$ cat config.mk
export PLATFORM = sky130hd
export DESIGN_NAME = flash_block_page_state_tracker_top
export DESIGN_NICKNAME = d
export VERILOG_FILES = /design/src/sv/fbpst_pkg.sv /design/src/sv/flash_block_page_state_tracker_top.sv /design/src/sv/fbpst_ctrl.sv /design/src/sv/fbpst_dp.sv
export SDC_FILE = /design/constraint.sdc
export NUM_CORES = 1
export LEC_CHECK = 0
export BUFFER_PORTS_ARGS = -buffer_cell sky130_fd_sc_hd__buf_2
export CAP_MARGIN = 20
export CORE_ASPECT_RATIO = 2
export CORE_MARGIN = 8
export CORE_UTILIZATION = 55
export CTS_CLUSTER_DIAMETER = 60
export CTS_CLUSTER_SIZE = 25
export DETAILED_ROUTE_END_ITERATION = 10
export PLACE_DENSITY = 0.84
export REMOVE_ABC_BUFFERS = 1
export SLEW_MARGIN = 0
export SYNTH_ARGS = -nofsm -noshare
export SYNTH_HDL_FRONTEND = slang
export SYNTH_SLANG_ARGS = --single-unit
export TNS_END_PERCENT = 100
$ cat constraint.sdc
create_clock -name clk_i -period 13.57 [get_ports clk_i]
set_input_delay 0.6785 -clock clk_i [delete_from_list [all_inputs] [get_ports clk_i]]
set_output_delay 0.6785 -clock clk_i [all_outputs]
set_load 0.05 [all_outputs]
$ cat src/sv/fbpst_pkg.sv
`timescale 1ns / 1ps

package fbpst_pkg;

  localparam int IN_W   = 16;
  localparam int OUT_W  = 64;
  localparam int CFG_W  = 9;
  localparam logic [CFG_W-1:0] PPB_RESET = 9'd256;
  localparam logic [31:0] ERASE_MAX = 32'hFFFF_FFFF;

  typedef enum logic [2:0] {
    ACT_WRITE_NEXT = 3'd0,
    ACT_WRITE_AT   = 3'd1,
    ACT_MARK       = 3'd2,
    ACT_READ       = 3'd3,
    ACT_ERASE      = 3'd4
  } act_e;

  typedef enum logic [1:0] {
    STS_OK       = 2'd0,
    STS_FULL     = 2'd1,
    STS_NOT_FREE = 2'd2,
    STS_RANGE    = 2'd3
  } status_e;

  typedef enum logic [1:0] {
    PS_FREE    = 2'd0,
    PS_VALID   = 2'd1,
    PS_INVALID = 2'd2
  } pstate_e;

  typedef enum logic [2:0] {
    ST_IDLE,
    ST_LOOK,
    ST_EXEC,
    ST_SKIP,
    ST_FIN
  } state_e;

  typedef struct packed {
    logic latch;
    logic rd;
    logic exec;
    logic skip;
    logic fin;
  } ctl_cmd_t;

  typedef struct packed {
    logic skip_need;
    logic skip_more;
    logic out_free;
  } dp_sts_t;

endpackage

$ cat src/sv/flash_block_page_state_tracker_top.sv
`timescale 1ns / 1ps
// Channel  Dir  Handshake        Payload
// s_*      in   tvalid/tready    tdata: action[2:0] page[10:3] mark_invalid[11]
// m_*      out  tvalid/tready    tdata: status, pg_state, written_page, counts, flags
// cfg_*    in   cfg_we_i         cfg_wdata_i: pages_per_block
//
// Each transaction steps through accept, word read, execute and result; a
// write-at that skips across bitmap words adds a skip step per further word,
// as the bitmap memory has a single write port.
// Reset clears pointer, counters and per-word valid bits; bitmap words read as
// all-valid until written. A result waits in the output register while the
// next transaction is accepted; a stalled result holds the sequencer in its
// final step.

module flash_block_page_state_tracker_top #(
  parameter int MAX_PAGES = 256,
  parameter int WORD_BITS = 32
) (
  input  logic                        clk_i,
  input  logic                        rst_ni,
  input  logic                        cfg_we_i,
  input  logic [fbpst_pkg::CFG_W-1:0] cfg_wdata_i,
  input  logic                        s_tvalid,
  output logic                        s_tready,
  // action[2:0], page[10:3], mark_invalid[11], zero[15:12]
  input  logic [fbpst_pkg::IN_W-1:0]  s_tdata,
  output logic                        m_tvalid,
  input  logic                        m_tready,
  // status[1:0], pg_state[3:2], written_page[11:4], valid_count[20:12],
  // free_count[29:21], erase_total[61:30], is_empty_flag[62], is_full_flag[63]
  output logic [fbpst_pkg::OUT_W-1:0] m_tdata
);

  fbpst_pkg::ctl_cmd_t cmd;
  fbpst_pkg::dp_sts_t  sts;

  fbpst_ctrl u_ctrl (
    .clk_i      (clk_i),
    .rst_ni     (rst_ni),
    .in_valid_i (s_tvalid),
    .in_ready_o (s_tready),
    .sts_i      (sts),
    .cmd_o      (cmd)
  );

  fbpst_dp #(
    .MAX_PAGES (MAX_PAGES),
    .WORD_BITS (WORD_BITS)
  ) u_dp (
    .clk_i             (clk_i),
    .rst_ni            (rst_ni),
    .cfg_we_i          (cfg_we_i),
    .cfg_wdata_i       (cfg_wdata_i),
    .in_action_i       (s_tdata[2:0]),
    .in_page_i         (s_tdata[10:3]),
    .in_mark_invalid_i (s_tdata[11]),
    .cmd_i             (cmd),
    .sts_o             (sts),
    .out_ready_i       (m_tready),
    .out_valid_o       (m_tvalid),
    .out_data_o        (m_tdata)
  );

endmodule

$ cat src/sv/fbpst_ctrl.sv
`timescale 1ns / 1ps

module fbpst_ctrl (
  input  logic                clk_i,
  input  logic                rst_ni,
  input  logic                in_valid_i,
  output logic                in_ready_o,
  input  fbpst_pkg::dp_sts_t  sts_i,
  output fbpst_pkg::ctl_cmd_t cmd_o
);

  fbpst_pkg::state_e state_q, state_d;

  always_ff @(posedge clk_i or negedge rst_ni) begin
    if (!rst_ni) begin
      state_q <= fbpst_pkg::ST_IDLE;
    end else begin
      state_q <= state_d;
    end
  end

  always_comb begin
    state_d    = state_q;
    cmd_o      = '0;
    in_ready_o = 1'b0;
    case (state_q)
      fbpst_pkg::ST_IDLE: begin
        in_ready_o = 1'b1;
        if (in_valid_i) begin
          cmd_o.latch = 1'b1;
          state_d     = fbpst_pkg::ST_LOOK;
        end
      end
      fbpst_pkg::ST_LOOK: begin
        cmd_o.rd = 1'b1;
        state_d  = fbpst_pkg::ST_EXEC;
      end
      fbpst_pkg::ST_EXEC: begin
        cmd_o.exec = 1'b1;
        state_d    = sts_i.skip_need ? fbpst_pkg::ST_SKIP : fbpst_pkg::ST_FIN;
      end
      fbpst_pkg::ST_SKIP: begin
        cmd_o.skip = 1'b1;
        if (!sts_i.skip_more) begin
          state_d = fbpst_pkg::ST_FIN;
        end
      end
      fbpst_pkg::ST_FIN: begin
        if (sts_i.out_free) begin
          cmd_o.fin = 1'b1;
          state_d   = fbpst_pkg::ST_IDLE;
        end
      end
      default: begin
        state_d = fbpst_pkg::ST_IDLE;
      end
    endcase
  end

  a_accept_to_look: assert property (@(posedge clk_i) disable iff (!rst_ni)
    in_valid_i && in_ready_o |=> state_q == fbpst_pkg::ST_LOOK)
    else $error("accepted transaction did not start a lookup");

  a_exec_after_look: assert property (@(posedge clk_i) disable iff (!rst_ni)
    state_q == fbpst_pkg::ST_LOOK |=> state_q == fbpst_pkg::ST_EXEC)
    else $error("lookup not followed by execute");

  a_one_cmd: assert property (@(posedge clk_i) disable iff (!rst_ni)
    $onehot0({cmd_o.latch, cmd_o.rd, cmd_o.exec, cmd_o.skip, cmd_o.fin}))
    else $error("more than one datapath command at once");

endmodule

$ cat src/sv/fbpst_dp.sv
`timescale 1ns / 1ps

module fbpst_dp #(
  parameter int MAX_PAGES = 256,
  parameter int WORD_BITS = 32
) (
  input  logic                          clk_i,
  input  logic                          rst_ni,
  input  logic                          cfg_we_i,
  input  logic [fbpst_pkg::CFG_W-1:0]   cfg_wdata_i,
  input  logic [2:0]                    in_action_i,
  input  logic [7:0]                    in_page_i,
  input  logic                          in_mark_invalid_i,
  input  fbpst_pkg::ctl_cmd_t           cmd_i,
  output fbpst_pkg::dp_sts_t            sts_o,
  input  logic                          out_ready_i,
  output logic                          out_valid_o,
  output logic [fbpst_pkg::OUT_W-1:0]   out_data_o
);

  localparam int LOG_W     = $clog2(WORD_BITS);
  localparam int WB        = 1 << LOG_W;
  localparam int NUM_WORDS = (MAX_PAGES + WB - 1) / WB;
  localparam int NW_W      = (NUM_WORDS > 1) ? $clog2(NUM_WORDS) : 1;
  localparam int SPAN_W    = $clog2(NUM_WORDS * WB + 1);
  localparam int EW        = (SPAN_W > fbpst_pkg::CFG_W) ? SPAN_W : fbpst_pkg::CFG_W;
  localparam logic [EW-1:0] MAXP   = EW'(MAX_PAGES);
  localparam logic [EW-1:0] NWORDS = EW'(NUM_WORDS);

  logic [2:0]                  act_q;
  logic [EW-1:0]               page_q;
  logic                        inv_q;
  logic [EW-1:0]               wp_q, wp_d;
  logic [EW-1:0]               vc_q, vc_d;
  logic [31:0]                 erase_q, erase_d;
  logic [fbpst_pkg::CFG_W-1:0] ppb_q;
  logic [WB-1:0]               mem [NUM_WORDS];
  logic [NUM_WORDS-1:0]        wvld_q;
  logic [WB-1:0]               rdata_q;
  logic                        rvld_q;
  logic [NW_W-1:0]             widx_q;
  logic [EW-1:0]               cur_q;
  fbpst_pkg::status_e          status_q, status_d;
  fbpst_pkg::pstate_e          pstate_q, pstate_d;
  logic [7:0]                  wpage_q, wpage_d;
  logic                        out_valid_q;
  logic [fbpst_pkg::OUT_W-1:0] out_data_q;

  logic [EW-1:0]   eff;
  logic            full;
  logic [EW-1:0]   rd_word;
  logic            rd_ok;
  logic [WB-1:0]   old;
  logic            old_bit;
  logic            mem_we;
  logic [NW_W-1:0] mem_waddr;
  logic [WB-1:0]   mem_wdata;
  logic            erase_clr;
  logic [EW-1:0]   first_next;
  logic [EW-1:0]   cur_next;
  logic [EW-1:0]   free_cnt;

  function automatic logic [WB-1:0] range_mask(logic [EW-1:0] word, logic [EW-1:0] lo,
                                               logic [EW-1:0] hi);
    logic [WB-1:0] m;
    logic [EW-1:0] base;
    logic [EW-1:0] pos;
    base = word << LOG_W;
    for (int b = 0; b < WB; b++) begin
      pos  = base + EW'(b);
      m[b] = (pos >= lo) && (pos < hi);
    end
    return m;
  endfunction

  assign eff        = (EW'(ppb_q) > MAXP) ? MAXP : EW'(ppb_q);
  assign full       = wp_q >= eff;
  assign rd_word    = ((act_q == fbpst_pkg::ACT_WRITE_AT) ? wp_q : page_q) >> LOG_W;
  assign rd_ok      = rd_word < NWORDS;
  assign old        = rvld_q ? rdata_q : '0;
  assign old_bit    = old[page_q[LOG_W-1:0]];
  assign first_next = EW'(widx_q) + EW'(1);
  assign cur_next   = cur_q + EW'(1);
  assign free_cnt   = (eff > wp_q) ? (eff - wp_q) : '0;

  always_comb begin
    wp_d      = wp_q;
    vc_d      = vc_q;
    erase_d   = erase_q;
    status_d  = status_q;
    pstate_d  = pstate_q;
    wpage_d   = wpage_q;
    mem_we    = 1'b0;
    mem_waddr = widx_q;
    mem_wdata = old;
    erase_clr = 1'b0;
    sts_o     = '0;
    sts_o.out_free  = !out_valid_q || out_ready_i;
    sts_o.skip_more = (cur_next << LOG_W) < page_q;
    if (cmd_i.exec) begin
      status_d = fbpst_pkg::STS_OK;
      pstate_d = fbpst_pkg::PS_FREE;
      wpage_d  = '0;
      case (act_q)
        fbpst_pkg::ACT_WRITE_NEXT: begin
          if (full) begin
            status_d = fbpst_pkg::STS_FULL;
          end else begin
            wpage_d = wp_q[7:0];
            wp_d    = wp_q + EW'(1);
            vc_d    = vc_q + EW'(1);
          end
        end
        fbpst_pkg::ACT_WRITE_AT: begin
          if (full) begin
            status_d = fbpst_pkg::STS_FULL;
          end else if (page_q >= eff) begin
            status_d = fbpst_pkg::STS_RANGE;
          end else if (page_q < wp_q) begin
            status_d = fbpst_pkg::STS_NOT_FREE;
          end else begin
            mem_we          = 1'b1;
            mem_wdata       = old | range_mask(EW'(widx_q), wp_q, page_q);
            wp_d            = page_q + EW'(1);
            vc_d            = vc_q + EW'(1);
            wpage_d         = page_q[7:0];
            sts_o.skip_need = (first_next << LOG_W) < page_q;
          end
        end
        fbpst_pkg::ACT_MARK: begin
          if (page_q >= eff) begin
            status_d = fbpst_pkg::STS_RANGE;
          end else if (page_q >= wp_q) begin
            status_d = fbpst_pkg::STS_NOT_FREE;
          end else begin
            mem_we    = 1'b1;
            mem_wdata = old;
            mem_wdata[page_q[LOG_W-1:0]] = inv_q;
            if (old_bit && !inv_q) begin
              vc_d = vc_q + EW'(1);
            end else if (!old_bit && inv_q && (vc_q != '0)) begin
              vc_d = vc_q - EW'(1);
            end
          end
        end
        fbpst_pkg::ACT_READ: begin
          if (page_q >= eff) begin
            status_d = fbpst_pkg::STS_RANGE;
          end else if (page_q < wp_q) begin
            pstate_d = old_bit ? fbpst_pkg::PS_INVALID : fbpst_pkg::PS_VALID;
          end
        end
        fbpst_pkg::ACT_ERASE: begin
          erase_clr = 1'b1;
          wp_d      = '0;
          vc_d      = '0;
          if (erase_q != fbpst_pkg::ERASE_MAX) begin
            erase_d = erase_q + 32'd1;
          end
        end
        default: begin
          status_d = fbpst_pkg::STS_RANGE;
        end
      endcase
    end
    if (cmd_i.skip) begin
      mem_we    = 1'b1;
      mem_waddr = cur_q[NW_W-1:0];
      mem_wdata = range_mask(cur_q, '0, page_q);
    end
  end

  always_ff @(posedge clk_i or negedge rst_ni) begin
    if (!rst_ni) begin
      wp_q        <= '0;
      vc_q        <= '0;
      erase_q     <= '0;
      ppb_q       <= fbpst_pkg::PPB_RESET;
      wvld_q      <= '0;
      out_valid_q <= 1'b0;
    end else begin
      wp_q    <= wp_d;
      vc_q    <= vc_d;
      erase_q <= erase_d;
      if (cfg_we_i) begin
        ppb_q <= cfg_wdata_i;
      end
      if (erase_clr) begin
        wvld_q <= '0;
      end else if (mem_we) begin
        wvld_q[mem_waddr] <= 1'b1;
      end
      if (cmd_i.fin) begin
        out_valid_q <= 1'b1;
      end else if (out_ready_i) begin
        out_valid_q <= 1'b0;
      end
    end
  end

  always_ff @(posedge clk_i) begin
    if (mem_we) begin
      mem[mem_waddr] <= mem_wdata;
    end
    if (cmd_i.rd && rd_ok) begin
      rdata_q <= mem[rd_word[NW_W-1:0]];
    end
  end

  always_ff @(posedge clk_i) begin
    if (cmd_i.latch) begin
      act_q  <= in_action_i;
      page_q <= EW'(in_page_i);
      inv_q  <= in_mark_invalid_i;
    end
    if (cmd_i.rd) begin
      rvld_q <= rd_ok && wvld_q[rd_word[NW_W-1:0]];
      widx_q <= rd_word[NW_W-1:0];
    end
    if (cmd_i.exec) begin
      cur_q <= first_next;
    end else if (cmd_i.skip) begin
      cur_q <= cur_next;
    end
    status_q <= status_d;
    pstate_q <= pstate_d;
    wpage_q  <= wpage_d;
    if (cmd_i.fin) begin
      out_data_q <= {full, (wp_q == '0), erase_q, free_cnt[8:0], vc_q[8:0], wpage_q,
                     pstate_q, status_q};
    end
  end

  assign out_valid_o = out_valid_q;
  assign out_data_o  = out_data_q;

  a_vc_bound: assert property (@(posedge clk_i) disable iff (!rst_ni)
    vc_q <= wp_q)
    else $error("valid count above write pointer");

  a_wp_bound: assert property (@(posedge clk_i) disable iff (!rst_ni)
    wp_q <= MAXP)
    else $error("write pointer beyond block");

  a_fin_loads: assert property (@(posedge clk_i) disable iff (!rst_ni)
    cmd_i.fin |=> out_valid_q)
    else $error("result not presented after finish");

  a_fin_free: assert property (@(posedge clk_i) disable iff (!rst_ni)
    cmd_i.fin |-> (!out_valid_q || out_ready_i))
    else $error("result register overwritten");

endmodule
# ---- After elaboration in Yosys (flattened, before gate mapping)
# Memories as Yosys holds them, arrays and structs flattened. A register that Yosys moved wholly into a read port is not among the register bits.
# Cells that the tools add are included.
dict set report word_totals {
  regBits 172
  mem_bits_rw 256
  inputBits 30
  output_inout_bits 66
  mem_count 1
}
dict set report op_classes {
  addsub 70
  n_lt_le_gt_ge 142
  eq_ne 19
  mux 85
  n_bitwise 4
  reduce_logical 89
}
# memory depth word_bits rd rd_clocked_by_memory_dff write_ports line
set mem_list {}
lappend mem_list {u_dp.mem 8 32 1 1 1 fbpst_dp.sv:37} ;# logic [WB-1:0] mem [NUM_WORDS];
# op n
set op_table {}
lappend op_table {{$lt A9 B8 Y1} 65}
lappend op_table {{$ge A9 B1 Y1 const B} 32}
lappend op_table {{$ge A9 B9 Y1} 32}
lappend op_table {{$mux W32} 8}
lappend op_table {{$add A8 B5 Y9 const B} 16}
lappend op_table {{$add A9 B5 Y9 const B} 16}
lappend op_table {{$mux W9} 16}
lappend op_table {{$add A8 B4 Y9 const B} 8}
lappend op_table {{$add A9 B4 Y9 const B} 8}
lappend op_table {{$logic_and A1 B1 Y1} 71}
lappend op_table {{$pmux W32 S2} 1}
lappend op_table {{$mux W8} 6}
lappend op_table {{$add A8 B3 Y9 const B} 4}
lappend op_table {{$add A9 B1 Y9 const B} 4}
lappend op_table {{$add A9 B3 Y9 const B} 4}
lappend op_table {{$pmux W9 S4} 1}
lappend op_table {{$add A32 B1 Y32 const B} 1}
lappend op_table {{$bwmux W32} 1}
lappend op_table {{$ne A32 B32 Y1 const B} 1}
lappend op_table {{$or A32 B32 Y32} 1}
lappend op_table {{$mux W1} 31}
lappend op_table {{$ge A8 B9 Y1} 3}
lappend op_table {{$pmux W9 S3} 1}
lappend op_table {{$add A8 B1 Y9 const B} 2}
lappend op_table {{43 further kinds} 76}

# ---- Logic depth before layout (Yosys ltp)
dict set report logic_depth {
  word_depth 11
  mapped_depth 14
  mapped_depth_nobuf 12
}

# ---- Cells and area by module
# A second synthesis with hierarchy kept.
dict set report hier_totals {
  hier_cells 2036
  area_unflattened_um2 22208.8
}
# module n_inst cells_per_inst area_per_inst_um2
set by_module_without_submodules {}
lappend by_module_without_submodules {fbpst_dp 1 2014 21968.6}
lappend by_module_without_submodules {fbpst_ctrl 1 22 240.2}

# ---- Worst setup path after synthesis
# No wires, ideal clock.
dict set report synth_timing {
  kind {register to register}
  from {reg u_dp.page_q[0]}
  to {mem u_dp.mem[1][0] (netlist bit) (enable)}
  setup_ps 434
  t_arrival_ps 4286
  required_ps 13136
  path_slack_ps 8850
  path_stages_with_launch 13
  period_less_slack_ps 4720
  path_cell_list {edfxtp_1 > buf_6 > buf_12 > clkbuf_1 > inv_1 > ha_1 > nand2b_1 > a211oi_1 > o31a_1 > o21ai_1 > o41ai_1 > nand3_1 > a21oi_1}
}
dict set report synth_via {
  elab_chain_cells 9
}
# element line
set synth_rtl {}
lappend synth_rtl {{start, declared} fbpst_dp.sv:31} ;# logic [EW-1:0] page_q;
lappend synth_rtl {{start signal, assigned} fbpst_dp.sv:213} ;# page_q <= EW'(in_page_i);
lappend synth_rtl {{$lt A8 B9 Y1} fbpst_dp.sv:119} ;# end else if (page_q < wp_q) begin
lappend synth_rtl {{$mux W1} fbpst_dp.sv:119}
lappend synth_rtl {{$mux W1} fbpst_dp.sv:117} ;# end else if (page_q >= eff) begin
lappend synth_rtl {{$mux W1} fbpst_dp.sv:115} ;# if (full) begin
lappend synth_rtl {{$pmux W1 S2 (*)} fbpst_dp.sv:104} ;# case (act_q)
lappend synth_rtl {{$mux W1 (*)} fbpst_dp.sv:100} ;# if (cmd_i.exec) begin
lappend synth_rtl {{$mux W1 (*)} fbpst_dp.sv:166} ;# if (cmd_i.skip) begin
lappend synth_rtl {{$mux W1 (*)} fbpst_dp.sv:202} ;# if (mem_we) begin
lappend synth_rtl {{$mux W1 (implied by the code) (*)} fbpst_dp.sv:203} ;# mem[mem_waddr] <= mem_wdata;
lappend synth_rtl {{end, declared} fbpst_dp.sv:37}
# Every way passes the cells marked *; elsewhere a longest branch is shown, timed or not.

# ---- Worst setup path in the final report
dict set report layout_timing {
  from {reg u_dp.wp_q[3]}
  to {mem u_dp.mem[2][18] (netlist bit) (data pin)}
}
dict set report layout_via {
  elab_chain_cells 9
}
# element line
set layout_rtl {}
lappend layout_rtl {{start, declared} fbpst_dp.sv:33} ;# logic [EW-1:0] wp_q, wp_d;
lappend layout_rtl {{start signal, assigned} fbpst_dp.sv:182} ;# wp_q <= wp_d;
lappend layout_rtl {{$ge A9 B9 Y1} fbpst_dp.sv:71} ;# m[b] = (pos >= lo) && (pos < hi);
lappend layout_rtl {{$logic_and A1 B1 Y1} fbpst_dp.sv:71}
lappend layout_rtl {{$or A32 B32 Y32} fbpst_dp.sv:123} ;# mem_wdata = old | range_mask(EW'(widx_q), wp_q, page_q);
lappend layout_rtl {{$mux W32} fbpst_dp.sv:119}
lappend layout_rtl {{$mux W32} fbpst_dp.sv:117}
lappend layout_rtl {{$mux W32} fbpst_dp.sv:115}
lappend layout_rtl {{$pmux W32 S2 (*)} fbpst_dp.sv:104}
lappend layout_rtl {{$mux W32 (*)} fbpst_dp.sv:100}
lappend layout_rtl {{$mux W32 (*)} fbpst_dp.sv:166}
lappend layout_rtl {{net u_dp.mem_wdata[18]} fbpst_dp.sv:57} ;# logic [WB-1:0] mem_wdata;
# Mark *: on every way through the listed nets, which the timed path passes. The rest lies on a longest branch.

==> results.cfg <==
[cts]
holdBufCountCts = 1
clock_latency_ps = 600
ctsResizeCount = 0
cts_tree = done
h-tree-depth = 1
path_clk_slew_ps = 110
clockRootBuffer = clkbuf_16
clockBufferDepth = 3
cts_made_buffers = 22
cts_setup_buffers = 0
cts_sinks = 455

[power]
netSwitchingPower_mw = 1.51
internal_power_mw = 2.49
swShare_pct = 37.7
power_frac_clock_pct = 18.8
pwr-share-seq_pct = 48.2
p_per_area_nw_per_um2 = 169
peakVddDrop_uv = 105
pwr-share-comb_pct = 33.0
power.static_leakage_nw = 8.83

[layout]
most-common-layout-cells = nand2_1, edfxtp_1, nand3_1
area_delta_synth_final_pct = 7.92
ff_latch_area_um2 = 13300
nNetsFinal = 2147
drive_gt1_share_pct = 10.0
multi_input_area_um2 = 8060
fillerInstances = 3129
num_antenna_cells = 0
final_core_util_pct = 60.0
final_common_cell = nand2_1

[synth]
syn_area_um2 = 21900
yosysSeqAreaShare_pct = 60.7
synth_cell_type_count = 77
synth_edf_count = 384
synth_cells = 2030
yosysWarnings = 0
ys.flop_type = edfxtp_1
synth_seq_cells = 455
synth.avg_cell_area_um2 = 10.8
async_flop_share_pct = 15.6

[routing]
vias = 16654
vias_per_cell = 6.39
drt-initial-drc-count = 1836
finalWirelength_um = 61300
drt_pass1_iterations = 6
ant_nets = 0
wl_per_cell_um = 23.5
route.detailed.drc = 0

[sta]
setup_tns_ps = 0
worstMarginPinSlew_ps = 1300
min_period_over_period_pct = 37.9
finalClockSkew_ps = 32.5
rsz0062_at_grt = no
setup_viol = 0
fmax_mhz = 194
fin_crit_ps = 5150
final_max_slew_viol_count = 0
relSlewSlack_pct = 12.6
hold_violations = 0

[setup_path]
crit_required_ps = 13780
cp.arrival_ps = 5360
critPathCaptureType = flip-flop
start_kind = flip-flop
critPathKind = flip-flop to flip-flop
worstPathMaxFanout = 18

[min_path]
min_path_type = input port to flip-flop

[floorplan]
dieArea_um2 = 46900
die_h_um = 298
die_w_um = 157
ios = 96
core_area_um2 = 39400
initial_core_util_pct = 55.6
row_count = 103

[global_route]
grt_pass1_wl_um = 93800
grtUsageTotal_pct = 26.1
overflow = 0
grt_max_degree = 114
antenna_found_initial = 0
grt_pass1_vias = 16613

[placement]
gp_congestion = 1.03
portBuffers = 91
post-dp-hpwl_um = 40700

[run_status]
outcome = complete, no violations

[run]
drv_cap = 0
==> metrics by stage <==
stage                     power (mW)  setup slack (ps)  std cells  hold WS, ps  cell area, um^2
after floorplan                 2.80              3160       1908          383            21400
after global placement          3.18              8840       2563          403            23000
after detailed placement        3.23              8770       2563          407            23000
after CTS                       3.96              8720       2604          259            23600
after global routing            4.17              8410       2607          231            23700
final                           3.99              8420       2607          249            23700
==> synthesized netlist by cell type, drive strengths merged, types with 11 or more instances <==
cell	number	area, um^2
nand2	409	1540
edfxtp	384	11500
nand3	210	1050
nor2	109	417
o21ai	105	537
clkbuf	100	375
a21oi	98	490
dfrtp	70	1750
ha	50	626
inv	50	188
a31oi	35	219
xnor2	27	236
nor3	26	130
mux2i	25	250
buf	22	130
nand2b	19	119
a21o	18	135
o22ai	18	113
a211oi	17	133
xor2	16	140
and3	14	92.6
a22o	13	114
mux2	13	146
nand4	12	75.1
o21a	12	90.1
o311ai	12	105
and2	11	68.8
==> per-layer routing <==
layer,routed length [um],vias to the layer above,track usage [%],share of wire [%]
met2,31500,840,45.8,51
met3,4530,262,4.16,7.4
met4,4570,0,18.4,7.5
met1,20800,8040,27.8,34
met5,0,-,0,0
li1,-,7512,-,-
==> registers in the layout, summed over array words and instances (netlist names), 2 cells and up <==
signal           cells
u_dp.ppb_q           9
u_dp.wpage_q         8
u_dp.status_q        2
u_dp.wvld_q          8
u_dp.pstate_q        2
u_dp.mem           256
u_dp.vc_q            9
u_dp.widx_q          3
u_dp.act_q           3
u_dp.cur_q           4
u_dp.rdata_q        32
u_dp.page_q          8
u_ctrl.state_q       3
u_dp.out_data_o     64
u_dp.wp_q            9
u_dp.erase_q        32
==> worst max-delay path, cell delays in order, from the launching register on <==
cell     delay (ps)
dfrtp_1         720
inv_1           350
ha_1            440
and3_1          220
a221o_1         290
o21a_1          390
nand3_1         430
nor2_1          820
a21oi_1         130
o21ai_0         950
==> cell type report <==
type / instances / area share [%]
well taps: 525 / 2.77
clock buffers: 37 / 2.65
clock inverters: 3 / 0.106
multi-input cells: 1402 / 34.0
repair buffers: 134 / 3.39
flip-flops and latches: 455 / 56.2
inverters: 51 / 0.814
==> power by group through the flow <==
stage	registers (mW)	logic, mW	clock network, mW
final	1.92	1.32	0.750
after global routing	1.94	1.43	0.801
after CTS	1.92	1.29	0.752
after detailed placement	1.95	1.28	0
after global placement	1.94	1.24	0
after floorplan	2.03	0.769	0
==> final timing paths <==
path / start / endpoint / slack, ps / cells after the start
max: u_dp.wp_q[3] / u_dp.mem[2][18] / 8420 / 9
min: s_tdata[3] / u_dp.page_q[0] / 250 / 1
max reg2reg: u_dp.wp_q[3] / u_dp.mem[2][18] / 8420 / 9
min reg2reg: u_dp.wpage_q[6] / u_dp.out_data_o[10] / 430 / 0
max in group asynchronous: rst_ni / u_dp.vc_q[6] / 12060 / 3
min in group asynchronous: rst_ni / u_dp.erase_q[15] / 510 / 2
==> cells by family after synthesis <==
group	synth area share, %
xor gates and xnor gates	1.72
muxes	1.81
AOI/OAI and AO/OA	12.1
adders and majority gates	2.94
DFF	60.7
and+or+nand+nor	17.5
buffers and inverters	3.18
Note: power is estimated with default switching activity, not from simulation.
